[src/hdl/pfm_pkg.sv]
// ----------------------------------------------------------------------------
// pfm_pkg
// Shared widths, lane codes, the bus between multiplier cells and the
// reduction helper for the POLYVAL field multiplier.
// ----------------------------------------------------------------------------
package pfm_pkg;

   localparam int HALF_WIDTH    = 64;
   localparam int FULL_WIDTH    = 2 * HALF_WIDTH;
   localparam int BITS_PER_CELL = 8;
   localparam int CELL_COUNT    = HALF_WIDTH / BITS_PER_CELL;

   // Karatsuba lanes
   localparam int LANE_COUNT = 3;
   localparam int LANE_LOW   = 0;
   localparam int LANE_HIGH  = 1;
   localparam int LANE_MID   = 2;

   // x operand pre-shifted by the bits already consumed, y operand still to
   // be consumed from bit 0 upward, partial carryless product so far
   typedef struct packed {
      logic [LANE_COUNT-1:0][FULL_WIDTH-1:0] x;
      logic [LANE_COUNT-1:0][HALF_WIDTH-1:0] y;
      logic [LANE_COUNT-1:0][FULL_WIDTH-1:0] acc;
   } cell_bus_type;

   // carryless product with 0xC200000000000000: terms at bits 63, 62 and 57
   function automatic logic [FULL_WIDTH-1:0] fold_mul(input logic [HALF_WIDTH-1:0] a);
      logic [FULL_WIDTH-1:0] wide;
      wide = {{HALF_WIDTH{1'b0}}, a};
      return (wide << 63) ^ (wide << 62) ^ (wide << 57);
   endfunction

endpackage

[src/hdl/pfm_cell.sv]
// ----------------------------------------------------------------------------
// pfm_cell
// One slice of the carryless multiplier chain: folds eight bits of each y
// lane into the partial products and passes the item on.
// ----------------------------------------------------------------------------
module pfm_cell (
   input  logic                  clock,
   input  logic                  reset,
   input  logic                  in_valid,
   input  pfm_pkg::cell_bus_type in_bus,
   output logic                  in_ready,
   output logic                  out_valid,
   output pfm_pkg::cell_bus_type out_bus,
   input  logic                  out_ready
);
   import pfm_pkg::*;

   logic         valid_ff, valid_in;
   cell_bus_type bus_ff, bus_in;
   logic         load;

   always_comb begin
      in_ready = !valid_ff || out_ready;
      load     = in_valid && in_ready;
      valid_in = in_ready ? in_valid : valid_ff;
   end

   always_comb begin
      logic [FULL_WIDTH-1:0] acc;
      for (int k = 0; k < LANE_COUNT; k++) begin
         acc = in_bus.acc[k];
         for (int j = 0; j < BITS_PER_CELL; j++) begin
            if (in_bus.y[k][j]) begin
               acc = acc ^ (in_bus.x[k] << j);
            end
         end
         bus_in.acc[k] = acc;
         bus_in.x[k]   = in_bus.x[k] << BITS_PER_CELL;
         bus_in.y[k]   = in_bus.y[k] >> BITS_PER_CELL;
      end
   end

   always_ff @(posedge clock) begin
      if (reset) begin
         valid_ff <= 1'b0;
      end else begin
         valid_ff <= valid_in;
      end
   end

   always_ff @(posedge clock) begin
      if (load) begin
         bus_ff <= bus_in;
      end
   end

   assign out_valid = valid_ff;
   assign out_bus   = bus_ff;

   // held item survives a blocked neighbour
   a_hold_valid : assert property (@(posedge clock) disable iff (reset)
      valid_ff && !out_ready |=> valid_ff)
      else $error("cell dropped a held item");

   a_hold_bus : assert property (@(posedge clock) disable iff (reset)
      valid_ff && !out_ready |=> $stable(bus_ff))
      else $error("cell item changed while held");

   // consumed x positions are always clear after the shift
   a_shift_clear : assert property (@(posedge clock) disable iff (reset)
      valid_ff |-> (bus_ff.x[LANE_LOW][BITS_PER_CELL-1:0] == '0) &&
                   (bus_ff.x[LANE_HIGH][BITS_PER_CELL-1:0] == '0) &&
                   (bus_ff.x[LANE_MID][BITS_PER_CELL-1:0] == '0))
      else $error("cell x shift left stale bits");

endmodule

[config.mk]
export PLATFORM = sky130hd
export DESIGN_NAME = pfm_cell
export DESIGN_NICKNAME = d
export VERILOG_FILES = /design/src/hdl/pfm_pkg.sv /design/src/hdl/pfm_cell.sv
export SDC_FILE = /design/constraint.sdc
export NUM_CORES = 2
export LEC_CHECK = 0
export ABC_AREA = 1
export BUFFER_PORTS_ARGS = -buffer_cell sky130_fd_sc_hd__buf_2
export CORE_AREA = 10 10 734 736
export DETAILED_ROUTE_END_ITERATION = 12
export DIE_AREA = 0 0 744 746
export GPL_TIMING_DRIVEN = 0
export SLEW_MARGIN = 10
export SYNTH_ARGS = -nofsm -noshare
export SYNTH_HDL_FRONTEND = slang
export SYNTH_SLANG_ARGS = --single-unit
[constraint.sdc]
create_clock -name clock -period 104.8 [get_ports clock]
set_input_delay 10.48 -clock clock [delete_from_list [all_inputs] [get_ports clock]]
set_output_delay 10.48 -clock clock [all_outputs]
set_load 0.005 [all_outputs]
==> metrics <==
Post-DRT Antenna Nets=0; clock tree buffer depth=4; post-DR vias/cell=between 4 and 5; Initial DRC Count=between 8k and 9k; CTS Buf Count=roughly 140; Leakage=about 55 nW; Non-Filler Instances=between 20k and 25k; #FFs+latches synth=913; Final Hold Viols=0; Hold Path Class=reg -> reg; DP Worst Slack=around 83 ns; final RePlAce weighted congestion=between 0.9 and 1; GRT Overall Usage=0.182; worst slew pin tran=roughly 1.3 ns; Die X=approximately 740 µm; Worst EP required=around 94 ns; Setup TNS Final=0 ns; first-pass GRT wire length=approximately 700,000 µm; layout cell share with drive strength beyond 1=0.168; Core Area=between 500,000 and 600,000 µm²; Seq/Total Area, Yosys=0.330; Crit path top cell by count=buf_2; Max-Cap Viols=0; drt total wl=about 530,000 µm; worst-path cell chain=buf_2, inv_1, nand2_1, buf_2; area leader, netlist=edfxtp_1; Slowest-stage cell, CP=buf_2; Final #Nets=approximately 16k; Finished Core Util=0.204; cells after synthesis=~13k; Slew headroom=0.164; dpl hpwl=about 450,000 µm; Area Growth Syn to Fin=28.9%; largest net degree at the start of global routing=29; Inst Count DP=between 20k and 25k; drt pass-1 iters=8; H-tree levels=4; DRC errors left=0; CTS tree=built; Power Dens Cells=between 10 and 15 nW/µm²; grt total ovfl=0; PostCTS Resize Cnt=0; Die Y=746 µm; Max Freq=between 40 and 50 MHz; setup bufs post-CTS=0; routed vias=approximately 92k; I/O Buffers=approximately 1.8k; RSZ-0062 raised after global routing=no; synthesized area=just over 80,000 µm²; number of global-route vias before repair=82.4k; Peak VDD IR=about 11 µV; Startpoint Class=primary input; worst-path fanout max=2; Final Skew=between 0.1 and 0.15 ns; hold slack=about 0.55 ns; final worst path period need=21.38 ns; io pins=between 1.5k and 2k; FP Rows=266; Worst Setup End Kind=output port; full die area=555,000 µm²; Synth Area per Inst=between 6 and 7 µm²; worst skew pair latency=~0.90 ns; setup ws final=about 83 ns; status=completed; synth warn=0; clk slew on worst S/H paths=around 0.050 ns; hold buffer count at cts=0; top post-synthesis cells by area=edfxtp_1 33%, nand2_1 32%, xnor2_1 12%, inv_1 6.7%, nand3b_1 6.5%; Final Slew Violations=0; Root Driver=clkbuf_16; WS Path Type=in -> out; count of different cell masters after synthesis=16; Worst Path Arrival=approximately 11 ns; endpoints failing setup=0; initial core utilization=0.159; Yosys top cell area share=0.330; Tcrit/Tclk final=0.204; clk sinks=913; per-cell routed wire length=about 24 µm; Worst Path Buf+Inv=3; cell family with most CP delay=buffers and inverters; # fillers=approximately 60k; slowest cell delay on critical path=approximately 0.14 ns; initial antenna violation count=310
placed cells by master, fill, tap and decap left out:
cell type,n
a21oi_1,1
a21oi_4,1
buf_1,3
buf_12,24
buf_16,21
buf_2,2140
buf_4,125
buf_6,3
buf_8,2
bufinv_16,10
clkbuf_1,417
clkbuf_16,141
clkbuf_2,1
clkinv_1,19
clkinv_16,1
clkinv_2,24
clkinv_4,8
clkinv_8,2
clkinvlp_4,13
conb_1,48
dfxtp_1,1
diode_2,116
edfxtp_1,912
inv_1,1485
inv_16,4
inv_6,9
nand2_1,6997
nand3_1,377
nand3b_1,720
nand4_1,357
xnor2_1,1143
xor2_1,27
routing by layer:
metal,up-vias,share of wire,global-route usage
li1,43600,-,-
met1,42500,0.35,0.193
met2,4129,0.47,0.311
met3,1112,0.090,0.0505
met4,140,0.091,0.133
met5,-,0.0017,0
flip-flops by register name, indices dropped and copies added, names as in the netlist:
signal and cells:
out_valid 1, out_bus 912
power by group:
group | internal, mW | switching (mW)
combinational | 0.157 | 0.315
clock | 0.274 | 0.212
sequential | 0.449 | 0.0111
total | 0.880 | 0.539
stage by stage:
stage               cell area, µm²  power, mW
finish                      107000       1.42
global route                107000       1.50
CTS                         107000       1.44
detailed placement          102000      0.942
global placement            101000      0.991
floorplan                    83200      0.771
synthesized netlist by cell type:
cell / number
nand2_1: 6997
inv_1: 1485
xnor2_1: 1143
edfxtp_1: 912
nand3b_1: 720
clkbuf_1: 401
nand3_1: 377
nand4_1: 357
buf_2: 293
buf_4: 125
xor2_1: 27
buf_1: 3
buf_6: 3
a21oi_1: 2
conb_1: 1
dfxtp_1: 1
path summary, 6_finish.rpt:
kind / startpoint / to / slack [ns] / cells past startpoint
worst min register to register: out_valid$_SDFFE_PP0N_ / out_valid$_SDFFE_PP0N_ / 0.55 / 2
worst max register to register: out_valid$_SDFFE_PP0N_ / out_bus[263]$_DFFE_PP_ / 101.64 / 12
worst min-delay path: out_valid$_SDFFE_PP0N_ / out_valid$_SDFFE_PP0N_ / 0.55 / 2
worst max-delay path: out_ready / in_ready / 83.42 / 4
worst reg2reg max path: cells and delay by family, from the launching register on:
kind	cells	cell delay [ns]
AOI/OAI and AO/OA	1	0.28
buffers and inverters	11	2.26
DFF	1	0.34
kinds of logic (layout without fill, tap and decap cells):
group	count (synthesis)	after routing	share of synthesized area
AO/OA/AOI/OAI	2	2	0.000121
XOR/XNOR	1170	1170	0.123
buffers and inverters	2310	4452	0.115
flip-flops	913	913	0.330
other	1	164	0.0000452
AND/OR/NAND/NOR	8451	8451	0.431
layout make-up:
cell class / count / area (µm²) / share of cell area
Timing Repair Buffer: 1894 / 10300 / 0.0966
Multi-Input combinational cell: 9671 / 46200 / 0.432
Sequential cell: 913 / 27400 / 0.256
Inverter: 1485 / 5570 / 0.0521
Buffer: 825 / 3960 / 0.0370
Antenna cell: 116 / 290 / 0.00271
Clock buffer: 158 / 3590 / 0.0336
Tap cell: 6968 / 8720 / 0.0815
Clock inverter: 90 / 881 / 0.00823
Note: power is estimated with default switching activity, not from simulation.
