File: src/hdl/pfm_pkg.sv
// ----------------------------------------------------------------------------
// pfm_pkg
// Shared widths, lane codes, the bus between multiplier cells and the
// reduction helper for the POLYVAL field multiplier.
// ----------------------------------------------------------------------------
package pfm_pkg;

   localparam int HALF_WIDTH    = 64;
   localparam int FULL_WIDTH    = 2 * HALF_WIDTH;
   localparam int BITS_PER_CELL = 8;
   localparam int CELL_COUNT    = HALF_WIDTH / BITS_PER_CELL;

   // Karatsuba lanes
   localparam int LANE_COUNT = 3;
   localparam int LANE_LOW   = 0;
   localparam int LANE_HIGH  = 1;
   localparam int LANE_MID   = 2;

   // x operand pre-shifted by the bits already consumed, y operand still to
   // be consumed from bit 0 upward, partial carryless product so far
   typedef struct packed {
      logic [LANE_COUNT-1:0][FULL_WIDTH-1:0] x;
      logic [LANE_COUNT-1:0][HALF_WIDTH-1:0] y;
      logic [LANE_COUNT-1:0][FULL_WIDTH-1:0] acc;
   } cell_bus_type;

   // carryless product with 0xC200000000000000: terms at bits 63, 62 and 57
   function automatic logic [FULL_WIDTH-1:0] fold_mul(input logic [HALF_WIDTH-1:0] a);
      logic [FULL_WIDTH-1:0] wide;
      wide = {{HALF_WIDTH{1'b0}}, a};
      return (wide << 63) ^ (wide << 62) ^ (wide << 57);
   endfunction

endpackage

File: src/hdl/pfm_fold.sv
// ----------------------------------------------------------------------------
// pfm_fold
// Karatsuba recombination and two-fold Montgomery reduction, ending in the
// result register.
// ----------------------------------------------------------------------------
module pfm_fold (
   input  logic                               clock,
   input  logic                               reset,
   input  logic                               in_valid,
   input  pfm_pkg::cell_bus_type              in_bus,
   output logic                               in_ready,
   output logic                               rsp_valid,
   output logic [pfm_pkg::HALF_WIDTH-1:0]     rsp_z_low,
   output logic [pfm_pkg::HALF_WIDTH-1:0]     rsp_z_high,
   input  logic                               rsp_stall
);
   import pfm_pkg::*;

   logic                  valid_ff, valid_in;
   logic [HALF_WIDTH-1:0] z_low_ff, z_low_in, z_high_ff, z_high_in;
   logic [FULL_WIDTH-1:0] lo_p, hi_p, mid_p, fa, fc;
   logic [HALF_WIDTH-1:0] p0, p1, p2, p3, b_lo, b_hi;
   logic                  load;

   always_comb begin
      in_ready = !valid_ff || !rsp_stall;
      load     = in_valid && in_ready;
      valid_in = in_ready ? in_valid : valid_ff;
   end

   always_comb begin
      lo_p  = in_bus.acc[LANE_LOW];
      hi_p  = in_bus.acc[LANE_HIGH];
      mid_p = in_bus.acc[LANE_MID];

      p0 = lo_p[HALF_WIDTH-1:0];
      p1 = mid_p[HALF_WIDTH-1:0] ^ lo_p[FULL_WIDTH-1:HALF_WIDTH]
         ^ hi_p[HALF_WIDTH-1:0] ^ lo_p[HALF_WIDTH-1:0];
      p2 = mid_p[FULL_WIDTH-1:HALF_WIDTH] ^ hi_p[HALF_WIDTH-1:0]
         ^ hi_p[FULL_WIDTH-1:HALF_WIDTH] ^ lo_p[FULL_WIDTH-1:HALF_WIDTH];
      p3 = hi_p[FULL_WIDTH-1:HALF_WIDTH];

      fa   = fold_mul(p0);
      b_lo = p0 ^ fa[FULL_WIDTH-1:HALF_WIDTH];
      b_hi = p1 ^ fa[HALF_WIDTH-1:0];

      fc        = fold_mul(b_hi);
      z_low_in  = p2 ^ fc[HALF_WIDTH-1:0] ^ b_lo;
      z_high_in = p3 ^ fc[FULL_WIDTH-1:HALF_WIDTH] ^ b_hi;
   end

   always_ff @(posedge clock) begin
      if (reset) begin
         valid_ff <= 1'b0;
      end else begin
         valid_ff <= valid_in;
      end
   end

   always_ff @(posedge clock) begin
      if (load) begin
         z_low_ff  <= z_low_in;
         z_high_ff <= z_high_in;
      end
   end

   assign rsp_valid  = valid_ff;
   assign rsp_z_low  = z_low_ff;
   assign rsp_z_high = z_high_ff;

endmodule

File: config.mk
export PLATFORM = sky130hd
export DESIGN_NAME = pfm_fold
export DESIGN_NICKNAME = d
export VERILOG_FILES = /design/src/hdl/pfm_pkg.sv /design/src/hdl/pfm_fold.sv
export SDC_FILE = /design/constraint.sdc
export NUM_CORES = 1
export LEC_CHECK = 0
export BUFFER_PORTS_ARGS = -buffer_cell sky130_fd_sc_hd__buf_2
export CAP_MARGIN = 10
export CORE_AREA = 2 2 426 428
export CTS_CLUSTER_SIZE = 14
export DETAILED_ROUTE_END_ITERATION = 8
export DIE_AREA = 0 0 428 430
export GPL_ROUTABILITY_DRIVEN = 0
export GPL_TIMING_DRIVEN = 0
export PLACE_DENSITY = 0.3
export SYNTH_ARGS = -nofsm -noshare
export SYNTH_HDL_FRONTEND = slang
export SYNTH_SLANG_ARGS = --single-unit
File: constraint.sdc
create_clock -name clock -period 5.2 [get_ports clock]
set_input_delay 0.52 -clock clock [delete_from_list [all_inputs] [get_ports clock]]
set_output_delay 0.52 -clock clock [all_outputs]
set_load 0.02 [all_outputs]
==> summary.md, run 1 <==
| Metric | Value |
|---|---|
| Max-Cap Viols | 0 |
| Antenna violations before repair | 28 |
| Final WL | just under 80000 um |
| Layout cells sized above 1 | 40.3% |
| GRT Overall Usage | under 10% |
| Post-CTS Setup Inserts | 0 |
| Cells after Synth | 847 |
| Post-cts repair resize count | 0 |
| Root Driver | clkbuf_16 |
| Max-slew violation count | 0 |
| Detail Route Antenna Nets | 0 |
| Layout area overhead | 54.4% |
| Clock Skew | 0.0109 ns |
| Sequential share of the synthesized area | 34.5% |
| Die Wd | 428 um |
| Initial Utilization | around 6.2% |
| F_max | just under 0.4 GHz |
| Final worst setup slack | between 2 and 3 ns |
| DR vias/cell | 2.11 |
| Slew HR | 24.7% |
| H-Tree Depth | 4 |
| Share of the synthesized area in the top cell type | a little under two fifths |
| Initial DRC Count | 239 |
| Number of buffers created by CTS | 17 |
| Mean routed wirelength per cell | 20.7 um |
| Dominant cells by area after synthesis | xnor2_1 (37%), edfxtp_1 (34%), xnor3_1 (17%) |
| Fin util | 9.63% |
| Outcome | finished clean |
| Core area | approximately 0.18 mm2 |
| Flop and latch count out of synthesis | 129 |
| Syn_area_per_cell | 13.2 um2 |
| Setup Total Neg Slack | 0 ns |
| Finished Layout Cells | 3741 |
| RSZ-0062 raised after global routing | no |
| CTS Hold Bufs | 0 |
| Chip Height | 430 um |
| I/O pin count | 1094 |
| Sink Count | 129 |
| Most frequent cells in the layout | buf_2 (501), xnor2_1 (476), edfxtp_1 (128) |
| Syn_nets | 1811 |
| Leakage | 6.43 nW |
| Final setup vio count | 0 |
| Largest area contributor in the netlist | xnor2_1 |
| Global-route wire length before repair | around 95000 um |
| Input/output buffers | 482 |
| Max FO, Critical Path | 4 |
| Commonest non-fill, non-tap cell in the layout | buf_2 |
| Final min period | 2.53 ns |
| Vias in the first global route | 8486 |
| Pre-antenna DRT Iters | 4 |
| DRC | 0 |
| Detailed placement HPWL | 70500 um |
| Grt total ovfl | 0 |
| Actual slew at the worst max-slew pin | 1.12 ns |
| Clock slew seen by the registers of the worst setup and hold paths | 0.07 ns |
| Clock latency on the worst-skew pair | around 0.5 ns |
| FP Rows | 156 |
| Arrival time at the worst endpoint | 2.77 ns |
| Share of the clock period used by the worst path | 48.7% |
| WP data required | 5.44 ns |
| Placed cells | 3707 |
| Min-delay worst type | in2reg |
| CP Launch Type | input port |
| Synth warn | 0 |
| Place WS | 1.90 ns |
| Synth unique cells | 15 |
| WS Path Type | in2reg |
| Worst setup EP type | flip-flop |
| Peak VDD IR | 241 uV |
| Die area | 0.184 mm2 |
| Final nets | 2320 |
| Fin. Hold Viols | 0 |
| PD cells | 388 mW/mm2 |
| Largest net degree at the start of global routing | 51 |
| CTS Buffer Depth | 2 |
| CTS tree | yes |
| Via count | between 7000 and 8000 |
| Fill cells | 20770 |
| Cell Area, Synth | about 0.011 mm2 |
-- Yosys cell counts --
library cell / instances
a21oi_1: 1
xnor2_1: 478
nand2_1: 1
clkbuf_2: 1
and2_1: 1
xnor3_1: 84
clkbuf_1: 15
dfxtp_1: 1
nor2_1: 1
buf_2: 19
xor2_1: 110
xnor3_2: 1
xnor3_4: 1
xnor2_2: 5
edfxtp_1: 128
-- path summary, 6_finish.rpt --
| path | from | end | slack [ns] | depth (start not counted) |
|---|---|---|---|---|
| worst max-delay path | in_bus[20] | rsp_z_high[20]$_DFFE_PP_ | 2.67 | 5 |
| worst min-delay path | reset | rsp_valid$_SDFFE_PP0N_ | 0.17 | 2 |
| worst max register to register | rsp_valid$_SDFFE_PP0N_ | rsp_z_low[53]$_DFFE_PP_ | 3.49 | 3 |
| worst min register to register | rsp_valid$_SDFFE_PP0N_ | rsp_valid$_SDFFE_PP0N_ | 0.54 | 2 |
-- cells by family after synthesis --
group	share of synthesized area, %
simple gates	0.123
flops	34.5
compound gates	0.0446
buf+inv	1.39
xor+xnor	64.0
-- report_power, final --
part / switching (mW) / internal (mW)
clock network: 0.629 / 0.671
logic: 2.23 / 1.43
registers: 0.0761 / 1.68
-- metal layers --
metal	share of wire, %	global-route usage, %	routed length (um)
met1	33	7.71	25500
met2	60	17.4	46200
met3	6.4	2.88	4970
met4	0.80	1.23	620
met5	0.14	0	109
-- worst max-delay path, cell delays in order --
cell and delay, ns:
clkbuf_1 0.48, xnor2_1 0.16, xnor2_1 0.89, xnor2_1 0.31, xnor3_1 0.40
-- per-stage QoR --
stage	power, mW	hold slack [ns]	instance area, um2
3_3_place_gp	5.68	0.508	16600
2_1_floorplan	3.92	0.589	11200
3_5_place_dp	5.68	0.538	16700
5_1_grt	7.21	0.146	17300
6_report	6.72	0.172	17300
4_1_cts	7.09	0.103	17300
-- cell type report --
cell class,instances,area [um2],share of cell area [%]
multi-input combinational,683,7220,41.7
sequential,129,3860,22.3
tap,2370,2970,17.1
timing repair buffer,490,2530,14.6
clock buffer,18,429,2.48
buffer,35,156,0.904
clock inverter,14,143,0.824
antenna,2,5.00,0.0289
-- sequential cells by signal (all words and copies together), names as in the netlist --
name,flops
rsp_z_high,64
rsp_z_low,64
rsp_valid,1
(Power assumes the default switching activity.)
==> inputs of run 2 (changes only) <==
- clock period: 5.2 -> 2.34 ns (I/O delays scaled with it)
==> summary.md, run 2 (same netlist as run 1, synthesis figures left out) <==
| Metric | Value |
|---|---|
| Outcome | finished clean (unchanged) |
| Place WS | -0.682 ns (was 1.90 ns) |
| Detailed placement HPWL | 70700 um (was 70500 um) |
| Via count | 7960 (was 7893) |
| Vias in the first global route | 8812 (was 8486) |
| Number of buffers created by CTS | 17 (unchanged) |
| CP Cell Sequence | buf_2 -> xnor3_1 -> xnor2_1 -> xnor2_1 -> xnor3_1 (was clkbuf_1 -> xnor2_1 -> xnor2_1 -> xnor2_1 -> xnor3_1) |
| Core area | 0.180 mm2 (unchanged) |
| GRT Overall Usage | 8.38% (was 8.34%) |
| Grt total ovfl | 0 (unchanged) |
| Detail Route Antenna Nets | 0 (unchanged) |
| Clock slew seen by the registers of the worst setup and hold paths | 0.07 ns (about the same) |
| Max-Cap Viols | 0 (unchanged) |
| Max stage delay cell, worst path | xnor2_1 (unchanged) |
| WS Path Type | in2reg (unchanged) |
| CP peak stage delay | 0.85 ns (was 0.89 ns) |
| Fin. Hold Viols | 0 (unchanged) |
| Final setup vio count | 0 (unchanged) |
| Pre-antenna DRT Iters | 6 (was 4) |
| Clock Skew | 0.0180 ns (was 0.0109 ns) |
| Peak VDD IR | 627 uV (was 241 uV) |
| Layout area overhead | 54.9% (was 54.4%) |
| Hold_sp | in_bus[254] (was reset) |
| FP Rows | 156 (unchanged) |
| Arrival time at the worst endpoint | 2.42 ns (was 2.77 ns) |
| Die area | 0.184 mm2 (unchanged) |
| Actual slew at the worst max-slew pin | 1.05 ns (was 1.12 ns) |
| Share of the clock period used by the worst path | 93.2% |
| Max FO, Critical Path | 3 (was 4) |
| DRC | 0 (unchanged) |
| WP data required | 2.58 ns (was 5.44 ns) |
| Initial Utilization | 6.24% (unchanged) |
| Final min period | 2.18 ns |
| PD cells | 854 mW/mm2 (was 388 mW/mm2) |
| Worst setup EP type | flip-flop (unchanged) |
| Mean routed wirelength per cell | 20.7 um (about the same) |
| Clock latency on the worst-skew pair | 0.50 ns (about the same) |
| Max-slew violation count | 0 (unchanged) |
| Largest net degree at the start of global routing | 52 (was 51) |
| H-Tree Depth | 4 (unchanged) |
| Global-route wire length before repair | 95900 um (was 95000 um) |
| Crit path from | in_bus[85] (was in_bus[20]) |
| Most frequent cells in the layout | buf_2 (501), xnor2_1 (474), edfxtp_1 (128) (was buf_2 (501), xnor2_1 (476), edfxtp_1 (128)) |
| Final WL | 77700 um (was 77400 um) |
| Commonest non-fill, non-tap cell in the layout | buf_2 (unchanged) |
| CTS tree | yes (unchanged) |
| Cell area after placement | 0.0167 mm2 (about the same) |
| Slew HR | 29.2% (was 24.7%) |
| Fill cells | 20719 (was 20770) |
| F_max | 0.459 GHz |
| Setup Total Neg Slack | 0 ns (unchanged) |
| Antenna violations before repair | 31 (was 28) |
| WP buf/inv | 1 (unchanged) |
| CP delay by family, top | XOR/XNOR gates (unchanged) |
| Layout cells sized above 1 | 40.6% (was 40.3%) |
| I/O pin count | 1094 (unchanged) |
| Post-route cell area | 0.0174 mm2 (was 0.0173 mm2) |
| Initial DRC Count | 269 (was 239) |
| RSZ-0062 raised after global routing | no (unchanged) |
| Final nets | 2324 (was 2320) |
| DR vias/cell | 2.12 (was 2.11) |
| CTS Buffer Depth | 2 (unchanged) |
| Final worst setup slack | 0.160 ns (was 2.67 ns) |
| CP Launch Type | input port (unchanged) |
| Root Driver | clkbuf_16 (unchanged) |
| Min-delay worst type | in2reg (unchanged) |
| Sink Count | 129 (unchanged) |
| Input/output buffers | 482 (unchanged) |
| Die Wd | 428 um (unchanged) |
| Post-CTS Setup Inserts | 0 (unchanged) |
| Leakage | 6.46 nW (was 6.43 nW) |
| R2R Path Start | rsp_valid$_SDFFE_PP0N_ (unchanged) |
| Chip Height | 430 um (unchanged) |
-- run 2: changes by cell type in the layout (fill, tap and decap cells not counted), moves of 3 or more --
cell,before,now
clkinv_2,0,4
clkinv_4,2,5
diode_2,2,12
inv_6,7,1
-- run 2: timing repair --
action	4_1_cts	5_1_grt
endpoints found under the setup margin	3	1
hold buffers	2	0
pin swaps	0	0
endpoints found under the hold margin	1	0
resized for setup	2	1
-- run 2: worst paths after layout --
kind	to	slack [ns]	cells after the start
max	rsp_z_high[20]$_DFFE_PP_	0.16	5
min	rsp_z_high[62]$_DFFE_PP_	0.09	2
max reg2reg	rsp_z_low[49]$_DFFE_PP_	0.60	3
min reg2reg	rsp_z_low[15]$_DFFE_PP_	1.02	2
-- run 2: worst register-to-register path, stage by stage, from the launching register on --
cell and delay [ns]:
dfxtp_1 0.33, nand2_1 0.08, and2_4 0.55, buf_16 0.32
-- run 2: routing by layer --
| layer | routed length, um | track usage, % | part of all wire [%] | vias up |
|---|---|---|---|---|
| li1 | - | - | - | 3783 |
| met1 | 24800 | 7.50 | 32 | 3880 |
| met2 | 46600 | 17.6 | 60 | 220 |
| met3 | 5310 | 3.00 | 6.8 | 59 |
| met4 | 902 | 1.48 | 1.2 | 18 |
| met5 | 112 | 0 | 0.14 | - |
-- run 2: metrics by stage --
stage                     cells  utilization [%]  hold slack [ns]  power (mW)
after global placement     3699             9.23            0.394        12.6
final                      3753             9.66           0.0894        14.8
after global routing       3741             9.64           0.0678        15.9
after detailed placement   3709             9.32            0.397        12.6
after CTS                  3741             9.64           0.0412        15.6
after floorplan             847                -            0.306        8.70
-- run 2: area by class of cell --
cell class | count | area, um2 | area share [%]
Antenna cell | 12 | 30.0 | 0.173
Buffer | 35 | 156 | 0.901
Clock buffer | 17 | 425 | 2.45
Clock inverter | 13 | 118 | 0.677
Multi-Input combinational cell | 683 | 7240 | 41.7
Sequential cell | 129 | 3860 | 22.3
Tap cell | 2370 | 2970 | 17.1
Timing Repair Buffer | 494 | 2570 | 14.8
-- run 2: power by group --
group          internal [mW]  leakage [nW]  switching [mW]
Sequential              3.73          1.25           0.175
Combinational           3.20          4.95            4.96
Clock                   1.45         0.265            1.31
